`src/design/fwos_pkg.sv`:
```
package fwos_pkg;

  localparam int unsigned DEF_QUEUE_DEPTH  = 16;
  localparam int unsigned DEF_RECORD_WIDTH = 32;

  localparam int unsigned TICK_W   = 32;
  localparam int unsigned AREA_W   = 48;
  localparam int unsigned FRAC_W   = 8;
  localparam int unsigned MEAN_W   = 13;
  localparam int unsigned MEAN_MAX = 8191;

  typedef enum logic [1:0] {
    OP_PUSH  = 2'd0,
    OP_POP   = 2'd1,
    OP_QUERY = 2'd2,
    OP_NONE  = 2'd3
  } op_e;

  typedef enum logic [1:0] {
    ST_OK    = 2'd0,
    ST_EMPTY = 2'd1,
    ST_FULL  = 2'd2,
    ST_ZERO  = 2'd3
  } status_e;

  typedef enum logic [2:0] {
    S_IDLE,
    S_MUL,
    S_ACC,
    S_RD,
    S_QST,
    S_DIV,
    S_DONE
  } state_e;

endpackage

```
`src/design/fifo_with_occupancy_statistics_core.sv`:
```
// FIFO of records with time-weighted occupancy statistics. Each item carries an
// opcode (push, pop, query or none), the current tick and a record; every item gives
// one result with the popped record, occupancy, peak occupancy, the Q.8 mean
// occupancy (area sum over ticks, on query) and a status code. Items are handled
// one at a time: a push passes the multiply, accumulate and done states, a pop also
// reads the record memory, and a query also runs the radix-2 divider that produces
// one quotient bit per cycle. A new item is taken while the previous result still
// waits in the output register. Store entries hold no reset value.
module fifo_with_occupancy_statistics_core #(
  parameter int unsigned QUEUE_DEPTH  = fwos_pkg::DEF_QUEUE_DEPTH,
  parameter int unsigned RECORD_WIDTH = fwos_pkg::DEF_RECORD_WIDTH,
  localparam int unsigned CNT_W = $clog2(QUEUE_DEPTH + 1)
) (
  input  logic                        clk_i,
  input  logic                        rst_ni,
  input  logic                        in_valid_i,
  output logic                        in_ready_o,
  input  logic [1:0]                  opcode_i,
  input  logic [fwos_pkg::TICK_W-1:0] now_tick_i,
  input  logic [RECORD_WIDTH-1:0]     payload_i,
  output logic                        out_valid_o,
  input  logic                        out_ready_i,
  output logic [RECORD_WIDTH-1:0]     pop_data_o,
  output logic                        pop_valid_o,
  output logic [CNT_W-1:0]            occupancy_o,
  output logic [CNT_W-1:0]            peak_occupancy_o,
  output logic [fwos_pkg::MEAN_W-1:0] mean_occupancy_q8_o,
  output logic [1:0]                  status_o
);

  import fwos_pkg::*;

  localparam int unsigned PTR_W  = $clog2(QUEUE_DEPTH);
  localparam int unsigned PROD_W = CNT_W + TICK_W;
  localparam int unsigned CAP_FULL = QUEUE_DEPTH * (2 ** FRAC_W);
  localparam logic [MEAN_W-1:0] MEAN_CAP =
    (CAP_FULL > MEAN_MAX) ? MEAN_W'(MEAN_MAX) : MEAN_W'(CAP_FULL);
  localparam logic [CNT_W-1:0] CNT_FULL = CNT_W'(QUEUE_DEPTH);
  localparam logic [PTR_W-1:0] PTR_LAST = PTR_W'(QUEUE_DEPTH - 1);

  state_e state_q, state_d;

  op_e               op_q;
  logic [TICK_W-1:0] now_q;
  logic [RECORD_WIDTH-1:0] payload_q;
  logic [TICK_W-1:0] elapsed_q;
  logic [PROD_W-1:0] prod_q;

  logic [PTR_W-1:0]  head_q, head_d;
  logic [PTR_W-1:0]  tail_q, tail_d;
  logic [CNT_W-1:0]  cnt_q, cnt_d;
  logic [CNT_W-1:0]  peak_q, peak_d;
  logic [TICK_W-1:0] last_q, last_d;
  logic [AREA_W-1:0] area_q, area_d;

  logic [RECORD_WIDTH-1:0] res_data_q;
  logic                    res_pvalid_q;
  status_e                 res_status_q, res_status_d;
  logic [MEAN_W-1:0]       res_mean_q;

  logic                    out_valid_q;
  logic [RECORD_WIDTH-1:0] out_data_q;
  logic                    out_pvalid_q;
  logic [CNT_W-1:0]        out_cnt_q;
  logic [CNT_W-1:0]        out_peak_q;
  logic [MEAN_W-1:0]       out_mean_q;
  status_e                 out_status_q;

  logic accept, acc_en, push_ok, pop_ok, mem_we, mem_re, div_start, load_out;
  logic div_done;
  logic [MEAN_W-1:0] div_quot;
  logic [RECORD_WIDTH-1:0] rdata;
  logic [AREA_W:0] area_sum;
  logic [TICK_W-1:0] elapsed_in;

  assign push_ok = (op_q == OP_PUSH) && (cnt_q != CNT_FULL);
  assign pop_ok  = (op_q == OP_POP) && (cnt_q != '0);
  assign accept  = in_valid_i && in_ready_o;
  assign elapsed_in = (now_tick_i >= last_q) ? (now_tick_i - last_q) : '0;

  // next state
  always_comb begin
    state_d = state_q;
    case (state_q)
      S_IDLE: if (in_valid_i) state_d = S_MUL;
      S_MUL:  state_d = S_ACC;
      S_ACC: begin
        if (pop_ok) begin
          state_d = S_RD;
        end else if (op_q == OP_QUERY && now_q != '0) begin
          state_d = S_QST;
        end else begin
          state_d = S_DONE;
        end
      end
      S_RD:   state_d = S_DONE;
      S_QST:  state_d = S_DIV;
      S_DIV:  if (div_done) state_d = S_DONE;
      S_DONE: if (!out_valid_q || out_ready_i) state_d = S_IDLE;
      default: state_d = S_IDLE;
    endcase
  end

  // control outputs
  always_comb begin
    in_ready_o = 1'b0;
    acc_en     = 1'b0;
    div_start  = 1'b0;
    load_out   = 1'b0;
    case (state_q)
      S_IDLE: in_ready_o = 1'b1;
      S_ACC:  acc_en = 1'b1;
      S_QST:  div_start = 1'b1;
      S_DONE: load_out = !out_valid_q || out_ready_i;
      default: ;
    endcase
  end

  assign mem_we = acc_en && push_ok;
  assign mem_re = acc_en && pop_ok;

  assign area_sum = {1'b0, area_q} + (AREA_W + 1)'(prod_q);

  // state update of the queue and statistics
  always_comb begin
    head_d = head_q;
    tail_d = tail_q;
    cnt_d  = cnt_q;
    peak_d = peak_q;
    last_d = last_q;
    area_d = area_q;
    res_status_d = ST_OK;
    if (acc_en && op_q != OP_NONE) begin
      last_d = now_q;
      area_d = area_sum[AREA_W] ? '1 : area_sum[AREA_W-1:0];
      case (op_q)
        OP_PUSH: begin
          if (push_ok) begin
            tail_d = (tail_q == PTR_LAST) ? '0 : tail_q + 1'b1;
            cnt_d  = cnt_q + 1'b1;
            if (cnt_d > peak_q) peak_d = cnt_d;
          end else begin
            res_status_d = ST_FULL;
          end
        end
        OP_POP: begin
          if (pop_ok) begin
            head_d = (head_q == PTR_LAST) ? '0 : head_q + 1'b1;
            cnt_d  = cnt_q - 1'b1;
          end else begin
            res_status_d = ST_EMPTY;
          end
        end
        OP_QUERY: begin
          if (now_q == '0) res_status_d = ST_ZERO;
        end
        default: ;
      endcase
    end
  end

  always_ff @(posedge clk_i or negedge rst_ni) begin
    if (!rst_ni) begin
      state_q     <= S_IDLE;
      head_q      <= '0;
      tail_q      <= '0;
      cnt_q       <= '0;
      peak_q      <= '0;
      last_q      <= '0;
      area_q      <= '0;
      out_valid_q <= 1'b0;
    end else begin
      state_q <= state_d;
      head_q  <= head_d;
      tail_q  <= tail_d;
      cnt_q   <= cnt_d;
      peak_q  <= peak_d;
      last_q  <= last_d;
      area_q  <= area_d;
      if (load_out) begin
        out_valid_q <= 1'b1;
      end else if (out_ready_i) begin
        out_valid_q <= 1'b0;
      end
    end
  end

  always_ff @(posedge clk_i) begin
    if (accept) begin
      op_q         <= op_e'(opcode_i);
      now_q        <= now_tick_i;
      payload_q    <= payload_i;
      elapsed_q    <= elapsed_in;
      res_data_q   <= '0;
      res_pvalid_q <= 1'b0;
      res_mean_q   <= '0;
    end
    if (state_q == S_MUL) begin
      prod_q <= PROD_W'(cnt_q) * PROD_W'(elapsed_q);
    end
    if (acc_en) begin
      res_status_q <= res_status_d;
      res_pvalid_q <= pop_ok;
    end
    if (state_q == S_RD) begin
      res_data_q <= rdata;
    end
    if (state_q == S_DIV && div_done) begin
      res_mean_q <= (div_quot > MEAN_CAP) ? MEAN_CAP : div_quot;
    end
    if (load_out) begin
      out_data_q   <= res_data_q;
      out_pvalid_q <= res_pvalid_q;
      out_cnt_q    <= cnt_q;
      out_peak_q   <= peak_q;
      out_mean_q   <= res_mean_q;
      out_status_q <= res_status_q;
    end
  end

  fwos_store #(
    .DEPTH (QUEUE_DEPTH),
    .WIDTH (RECORD_WIDTH)
  ) u_store (
    .clk_i   (clk_i),
    .we_i    (mem_we),
    .waddr_i (tail_q),
    .wdata_i (payload_q),
    .re_i    (mem_re),
    .raddr_i (head_q),
    .rdata_o (rdata)
  );

  fwos_div u_div (
    .clk_i      (clk_i),
    .rst_ni     (rst_ni),
    .start_i    (div_start),
    .dividend_i (area_q),
    .divisor_i  (now_q),
    .done_o     (div_done),
    .quot_o     (div_quot)
  );

  assign out_valid_o         = out_valid_q;
  assign pop_data_o          = out_data_q;
  assign pop_valid_o         = out_pvalid_q;
  assign occupancy_o         = out_cnt_q;
  assign peak_occupancy_o    = out_peak_q;
  assign mean_occupancy_q8_o = out_mean_q;
  assign status_o            = out_status_q;

  a_cnt_bound: assert property (@(posedge clk_i) disable iff (!rst_ni)
    cnt_q <= CNT_FULL)
    else $error("occupancy above queue depth");

  a_peak_ge_cnt: assert property (@(posedge clk_i) disable iff (!rst_ni)
    peak_q >= cnt_q)
    else $error("peak below occupancy");

  a_ptr_match: assert property (@(posedge clk_i) disable iff (!rst_ni)
    (cnt_q == '0 || cnt_q == CNT_FULL) |-> head_q == tail_q)
    else $error("pointers disagree with occupancy");

  a_div_done: assert property (@(posedge clk_i) disable iff (!rst_ni)
    div_done |-> state_q == S_DIV)
    else $error("divider finished outside a query");

endmodule

```
`src/design/fwos_store.sv`:
```
module fwos_store #(
  parameter int unsigned DEPTH = fwos_pkg::DEF_QUEUE_DEPTH,
  parameter int unsigned WIDTH = fwos_pkg::DEF_RECORD_WIDTH,
  localparam int unsigned ADDR_W = $clog2(DEPTH)
) (
  input  logic              clk_i,
  input  logic              we_i,
  input  logic [ADDR_W-1:0] waddr_i,
  input  logic [WIDTH-1:0]  wdata_i,
  input  logic              re_i,
  input  logic [ADDR_W-1:0] raddr_i,
  output logic [WIDTH-1:0]  rdata_o
);

  logic [WIDTH-1:0] mem [DEPTH];
  logic [WIDTH-1:0] rdata_q;

  always_ff @(posedge clk_i) begin
    if (we_i) begin
      mem[waddr_i] <= wdata_i;
    end
  end

  always_ff @(posedge clk_i) begin
    if (re_i) begin
      rdata_q <= mem[raddr_i];
    end
  end

  assign rdata_o = rdata_q;

endmodule

```
`src/design/fwos_div.sv`:
```
module fwos_div (
  input  logic                         clk_i,
  input  logic                         rst_ni,
  input  logic                         start_i,
  input  logic [fwos_pkg::AREA_W-1:0]  dividend_i,
  input  logic [fwos_pkg::TICK_W-1:0]  divisor_i,
  output logic                         done_o,
  output logic [fwos_pkg::MEAN_W-1:0]  quot_o
);

  import fwos_pkg::*;

  localparam int unsigned DIVD_W = AREA_W + FRAC_W;
  localparam int unsigned LIM_W  = TICK_W + MEAN_W;
  localparam int unsigned ITER_W = $clog2(MEAN_W + 1);

  logic              busy_q;
  logic              done_q;
  logic [ITER_W-1:0] cnt_q;
  logic [TICK_W-1:0] rem_q, rem_d;
  logic [TICK_W-1:0] divisor_q;
  logic [MEAN_W-1:0] low_q;
  logic [MEAN_W-1:0] quot_q;

  logic [DIVD_W-1:0] dvd;
  logic [LIM_W-1:0]  lim;
  logic              ovf;
  logic [TICK_W:0]   trial;
  logic              ge;

  assign dvd = {dividend_i, FRAC_W'(0)};
  assign lim = {divisor_i, MEAN_W'(0)};
  // quotient would not fit in the mean field
  assign ovf = dvd >= DIVD_W'(lim);

  assign trial = {rem_q, low_q[MEAN_W-1]};
  assign ge    = trial >= {1'b0, divisor_q};

  always_comb begin
    if (ge) begin
      rem_d = TICK_W'(trial - {1'b0, divisor_q});
    end else begin
      rem_d = trial[TICK_W-1:0];
    end
  end

  always_ff @(posedge clk_i or negedge rst_ni) begin
    if (!rst_ni) begin
      busy_q <= 1'b0;
      done_q <= 1'b0;
      cnt_q  <= '0;
    end else begin
      done_q <= 1'b0;
      if (start_i) begin
        if (ovf) begin
          done_q <= 1'b1;
        end else begin
          busy_q <= 1'b1;
          cnt_q  <= ITER_W'(MEAN_W);
        end
      end else if (busy_q) begin
        cnt_q <= cnt_q - 1'b1;
        if (cnt_q == ITER_W'(1)) begin
          busy_q <= 1'b0;
          done_q <= 1'b1;
        end
      end
    end
  end

  always_ff @(posedge clk_i) begin
    if (start_i) begin
      divisor_q <= divisor_i;
      rem_q     <= dvd[MEAN_W +: TICK_W];
      low_q     <= dvd[MEAN_W-1:0];
      quot_q    <= ovf ? '1 : '0;
    end else if (busy_q) begin
      rem_q  <= rem_d;
      low_q  <= {low_q[MEAN_W-2:0], 1'b0};
      quot_q <= {quot_q[MEAN_W-2:0], ge};
    end
  end

  assign done_o = done_q;
  assign quot_o = quot_q;

endmodule

```
`config.mk`:
```
export PLATFORM = sky130hd
export DESIGN_NAME = fifo_with_occupancy_statistics_core
export DESIGN_NICKNAME = d
export VERILOG_FILES = /design/src/design/fwos_pkg.sv /design/src/design/fifo_with_occupancy_statistics_core.sv /design/src/design/fwos_store.sv /design/src/design/fwos_div.sv
export SDC_FILE = /design/constraint.sdc
export NUM_CORES = 2
export LEC_CHECK = 0
export ABC_CLOCK_PERIOD_IN_PS = 37700
export BUFFER_PORTS_ARGS = -buffer_cell sky130_fd_sc_hd__buf_2
export CAP_MARGIN = 20
export CELL_PAD_IN_SITES_DETAIL_PLACEMENT = 0
export CELL_PAD_IN_SITES_GLOBAL_PLACEMENT = 1
export CORE_UTILIZATION = 57
export CTS_BUF_LIST = sky130_fd_sc_hd__clkbuf_16
export DETAILED_ROUTE_END_ITERATION = 16
export GPL_ROUTABILITY_DRIVEN = 0
export GPL_TIMING_DRIVEN = 0
export MAX_ROUTING_LAYER = met4
export PLACE_DENSITY = 0.83
export SLEW_MARGIN = 20
export SYNTH_ARGS = -nofsm -noshare
export SYNTH_HDL_FRONTEND = slang
export SYNTH_HIERARCHICAL = 1
export SYNTH_SLANG_ARGS = --single-unit
```
`constraint.sdc`:
```
create_clock -name clk_i -period 37.7 [get_ports clk_i]
set_input_delay 1.885 -clock clk_i [delete_from_list [all_inputs] [get_ports clk_i]]
set_output_delay 1.885 -clock clk_i [all_outputs]
set_load 0.05 [all_outputs]
```
==> impl_metrics.json <==
{
  "ys_warn_count": 6,
  "ios": 130,
  "die_x_um": 290,
  "hold_class": "register to register",
  "ant_nets": 0,
  "htreeDepth": 3,
  "crit_arrival_ns": 6.62,
  "cp-start-kind": "register",
  "grt_pass1_vias": 31000,
  "synth_common_cells": "edfxtp_1, inv_1, nand2_1",
  "post_cts_buffers": 0,
  "port_buffers": 129,
  "start_util": 0.576,
  "yosys-top-cells-area": "edfxtp_1, mux4_2, dfrtp_1",
  "peakVddDrop_mv": 0.0493,
  "relSlewSlack": 0.242,
  "highest_layer": "met4",
  "dieArea_um2": 84000,
  "netSwitchingFraction": 0.398,
  "synth_ff_type": "edfxtp_1",
  "drv_slew": 0,
  "coreArea_um2": 82000,
  "antenna_found_initial": 2,
  "period_needed_ns": 6.20,
  "ys_ff_latch": 975,
  "cts-buffers-inserted": 99,
  "multi_input_area_um2": 17100,
  "period_share": 0.165,
  "synthArstFlopShare": 0.111,
  "setup_violations": 0,
  "num-nets-final": 4062,
  "power_leakage_nw": 20.5,
  "viasPerCell": 6.16,
  "grt_usage": 0.302,
  "num_vias": 30000,
  "cts_tree": "built",
  "grt_max_degree": 58,
  "p_int_mw": 2.90,
  "syn_area_per_cell_um2": 13.8,
  "grt_overflow": 0,
  "drc": 0,
  "routed_wl_um": 121000,
  "rows": 105,
  "synth.most_common_cell": "edfxtp_1",
  "wl_met2_um": 61000,
  "rsz0062_at_grt": "false",
  "clk_latency_ns": 0.72,
  "p_switching_mw": 1.92,
  "synth.distinct_cells": 84,
  "synth-edff-count": 867,
  "fmax_ghz": 0.161,
  "maxCapViolCount": 0,
  "syn_nets": 3768,
  "syn_inst": 3416,
  "hold_ws_ns": 0.415,
  "synth_seq_area_share": 0.609,
  "setup_tns_ns": 0,
  "worstPathMaxFanout": 10,
  "outcome": "finished, final reports clean",
  "dp_hpwl_um": 84700,
  "holdBufCountCts": 0,
  "comb_power_share": 0.459,
  "clock_power_share": 0.212,
  "hold_viol": 0,
  "areaGrowthSynthToFinish_pct": 13.6,
  "fill_cells": 5913,
  "clkTransAtPathRegs_ns": 0.06,
  "firstDrtPassIters": 5,
  "wl_met3_um": 8210,
  "cts.path.max_buffers": 3,
  "worst_slew_pin_slew_ns": 1.13,
  "seq_area_um2": 28700,
  "die_height_um": 290,
  "synth_top_area_frac": 0.551,
  "cts_resized": 0,
  "power_frac_seq": 0.329,
  "critPathKind": "register to register",
  "crit_required_ns": 38.12,
  "wl_per_cell_um": 24.9,
  "drive_above_1_share": 0.148,
  "root_buffer": "clkbuf_16",
  "cts_num_sinks": 975,
  "power_density_nw_per_um2": 89.8,
  "finalClockSkew_ns": 0.0655,
  "met1Wirelength_um": 46300,
  "synth_top_area_cell": "edfxtp_1",
  "grt_pass1_wl_um": 185000,
  "critPathCaptureType": "register",
  "synth_area_um2": 47200,
  "drt_iter0_markers": 2836,
  "finalPower_mw": 4.81
}
state kept, by name, indices dropped and copies added (netlist names), 32 cells and up:
| name | count |
|---|---|
| elapsed_q | 32 |
| pop_data_o | 32 |
| area_q | 48 |
| res_data_q | 32 |
| prod_q | 37 |
| u_store/rdata_o | 32 |
| last_q | 32 |
| u_div/divisor_q | 32 |
| now_q | 32 |
| u_div/rem_q | 32 |
| payload_q | 32 |
| u_store/mem | 512 |
final timing paths:
| check | slack [ns] | cells after the start | end | from |
|---|---|---|---|---|
| max | 31.50 | 18 | prod_q[35] | cnt_q[2] |
| min | 0.42 | 0 | pop_data_o[28] | res_data_q[28] |
| max reg2reg | 31.50 | 18 | prod_q[35] | cnt_q[2] |
| min reg2reg | 0.42 | 0 | pop_data_o[28] | res_data_q[28] |
| max in group asynchronous | 35.74 | 2 | u_div/cnt_q[1] | rst_ni |
| min in group asynchronous | 1.19 | 1 | cnt_q[3] | rst_ni |
layout by cell type (no fill, tap or decap), types with 11 or more instances in the layout:
cell type  synthesis  routed
a211oi_1          28      28
a21o_1            81      81
a21oi_1          197     197
a22oi_1           65      65
a31oi_1           11      11
and2_1           178     178
and3_1            28      28
buf_1             14      14
buf_16             0      15
buf_2             18     158
buf_4             13      40
bufinv_16          0      14
clkbuf_1          78      78
clkbuf_16          0     101
clkinv_1           0      22
clkinv_2           0      12
dfrtp_1          108     108
edfxtp_1         867     867
fa_1              93      93
ha_1             189     189
inv_1            253     273
mux2_2            16      16
mux4_2           128     128
nand2_1          225     225
nand2b_1          22      22
nand3_1           26      26
nand4_1           33      33
nor2_1           201     187
nor2_4             0      13
nor2b_1           15      14
nor3_1            42      38
nor4_1            19      19
o21a_1            28      28
o21ai_0          117     117
o21bai_1          18      18
xnor2_1           76      76
xor2_1            53      53
kinds of logic after synthesis:
group           count (synthesis)  synth area share
xor+xnor                      129            0.0239
simple gates                  841            0.0887
compound gates                657            0.0906
fa+ha+maj                     282            0.0895
flops                         975             0.609
mux                           154            0.0670
buf+inv                       378            0.0317
final cells by class:
class / instances / share of cell area
clock buffers: 101 / 0.0471
repair buffers: 193 / 0.0278
well taps: 1070 / 0.0250
inverters: 254 / 0.0178
diodes: 1 / 0.0000467
multi-input cells: 2063 / 0.319
clock inverters: 84 / 0.0169
flip-flops and latches: 975 / 0.536
plain buffers: 124 / 0.0101
power groups by stage:
stage | clock, mW | combinational [mW] | sequential [mW]
floorplan | 0 | 1.58 | 1.59
global placement | 0 | 2.12 | 1.62
detailed placement | 0 | 2.18 | 1.60
CTS | 1.04 | 2.21 | 1.58
global route | 1.08 | 2.45 | 1.60
finish | 1.02 | 2.21 | 1.58
metrics by stage:
| stage | utilization | setup WS (ns) | area, µm² | std cells |
|---|---|---|---|---|
| final | 0.654 | 31.50 | 53600 | 4865 |
| after global routing | 0.654 | 31.12 | 53600 | 4865 |
| after CTS | 0.654 | 31.55 | 53600 | 4864 |
| after detailed placement | 0.612 | 31.60 | 50200 | 4679 |
| after global placement | 0.600 | 15.26 | 49200 | 4615 |
| after floorplan | - | 24.01 | 47200 | 3416 |
worst max-delay path: stages (launching register included):
cell	delay, ns
dfrtp_1	0.38
clkbuf_1	0.39
clkbuf_1	0.58
and2_1	0.24
fa_1	0.44
fa_1	0.56
inv_1	0.06
fa_1	0.53
inv_1	0.05
ha_1	0.36
a21o_1	0.16
a31oi_1	0.06
a21oi_1	0.33
a2bb2oi_1	0.42
a32oi_1	0.26
a2111oi_0	0.59
o22ai_1	0.29
o21ai_2	0.19
xor2_1	0.08
routing by layer:
layer	up-vias	GRT usage
met4	0	0.130
met3	293	0.0437
met1	15100	0.367
met2	1319	0.505
li1	13300	-
met5	-	-
Note: power is estimated with default switching activity, not from simulation.
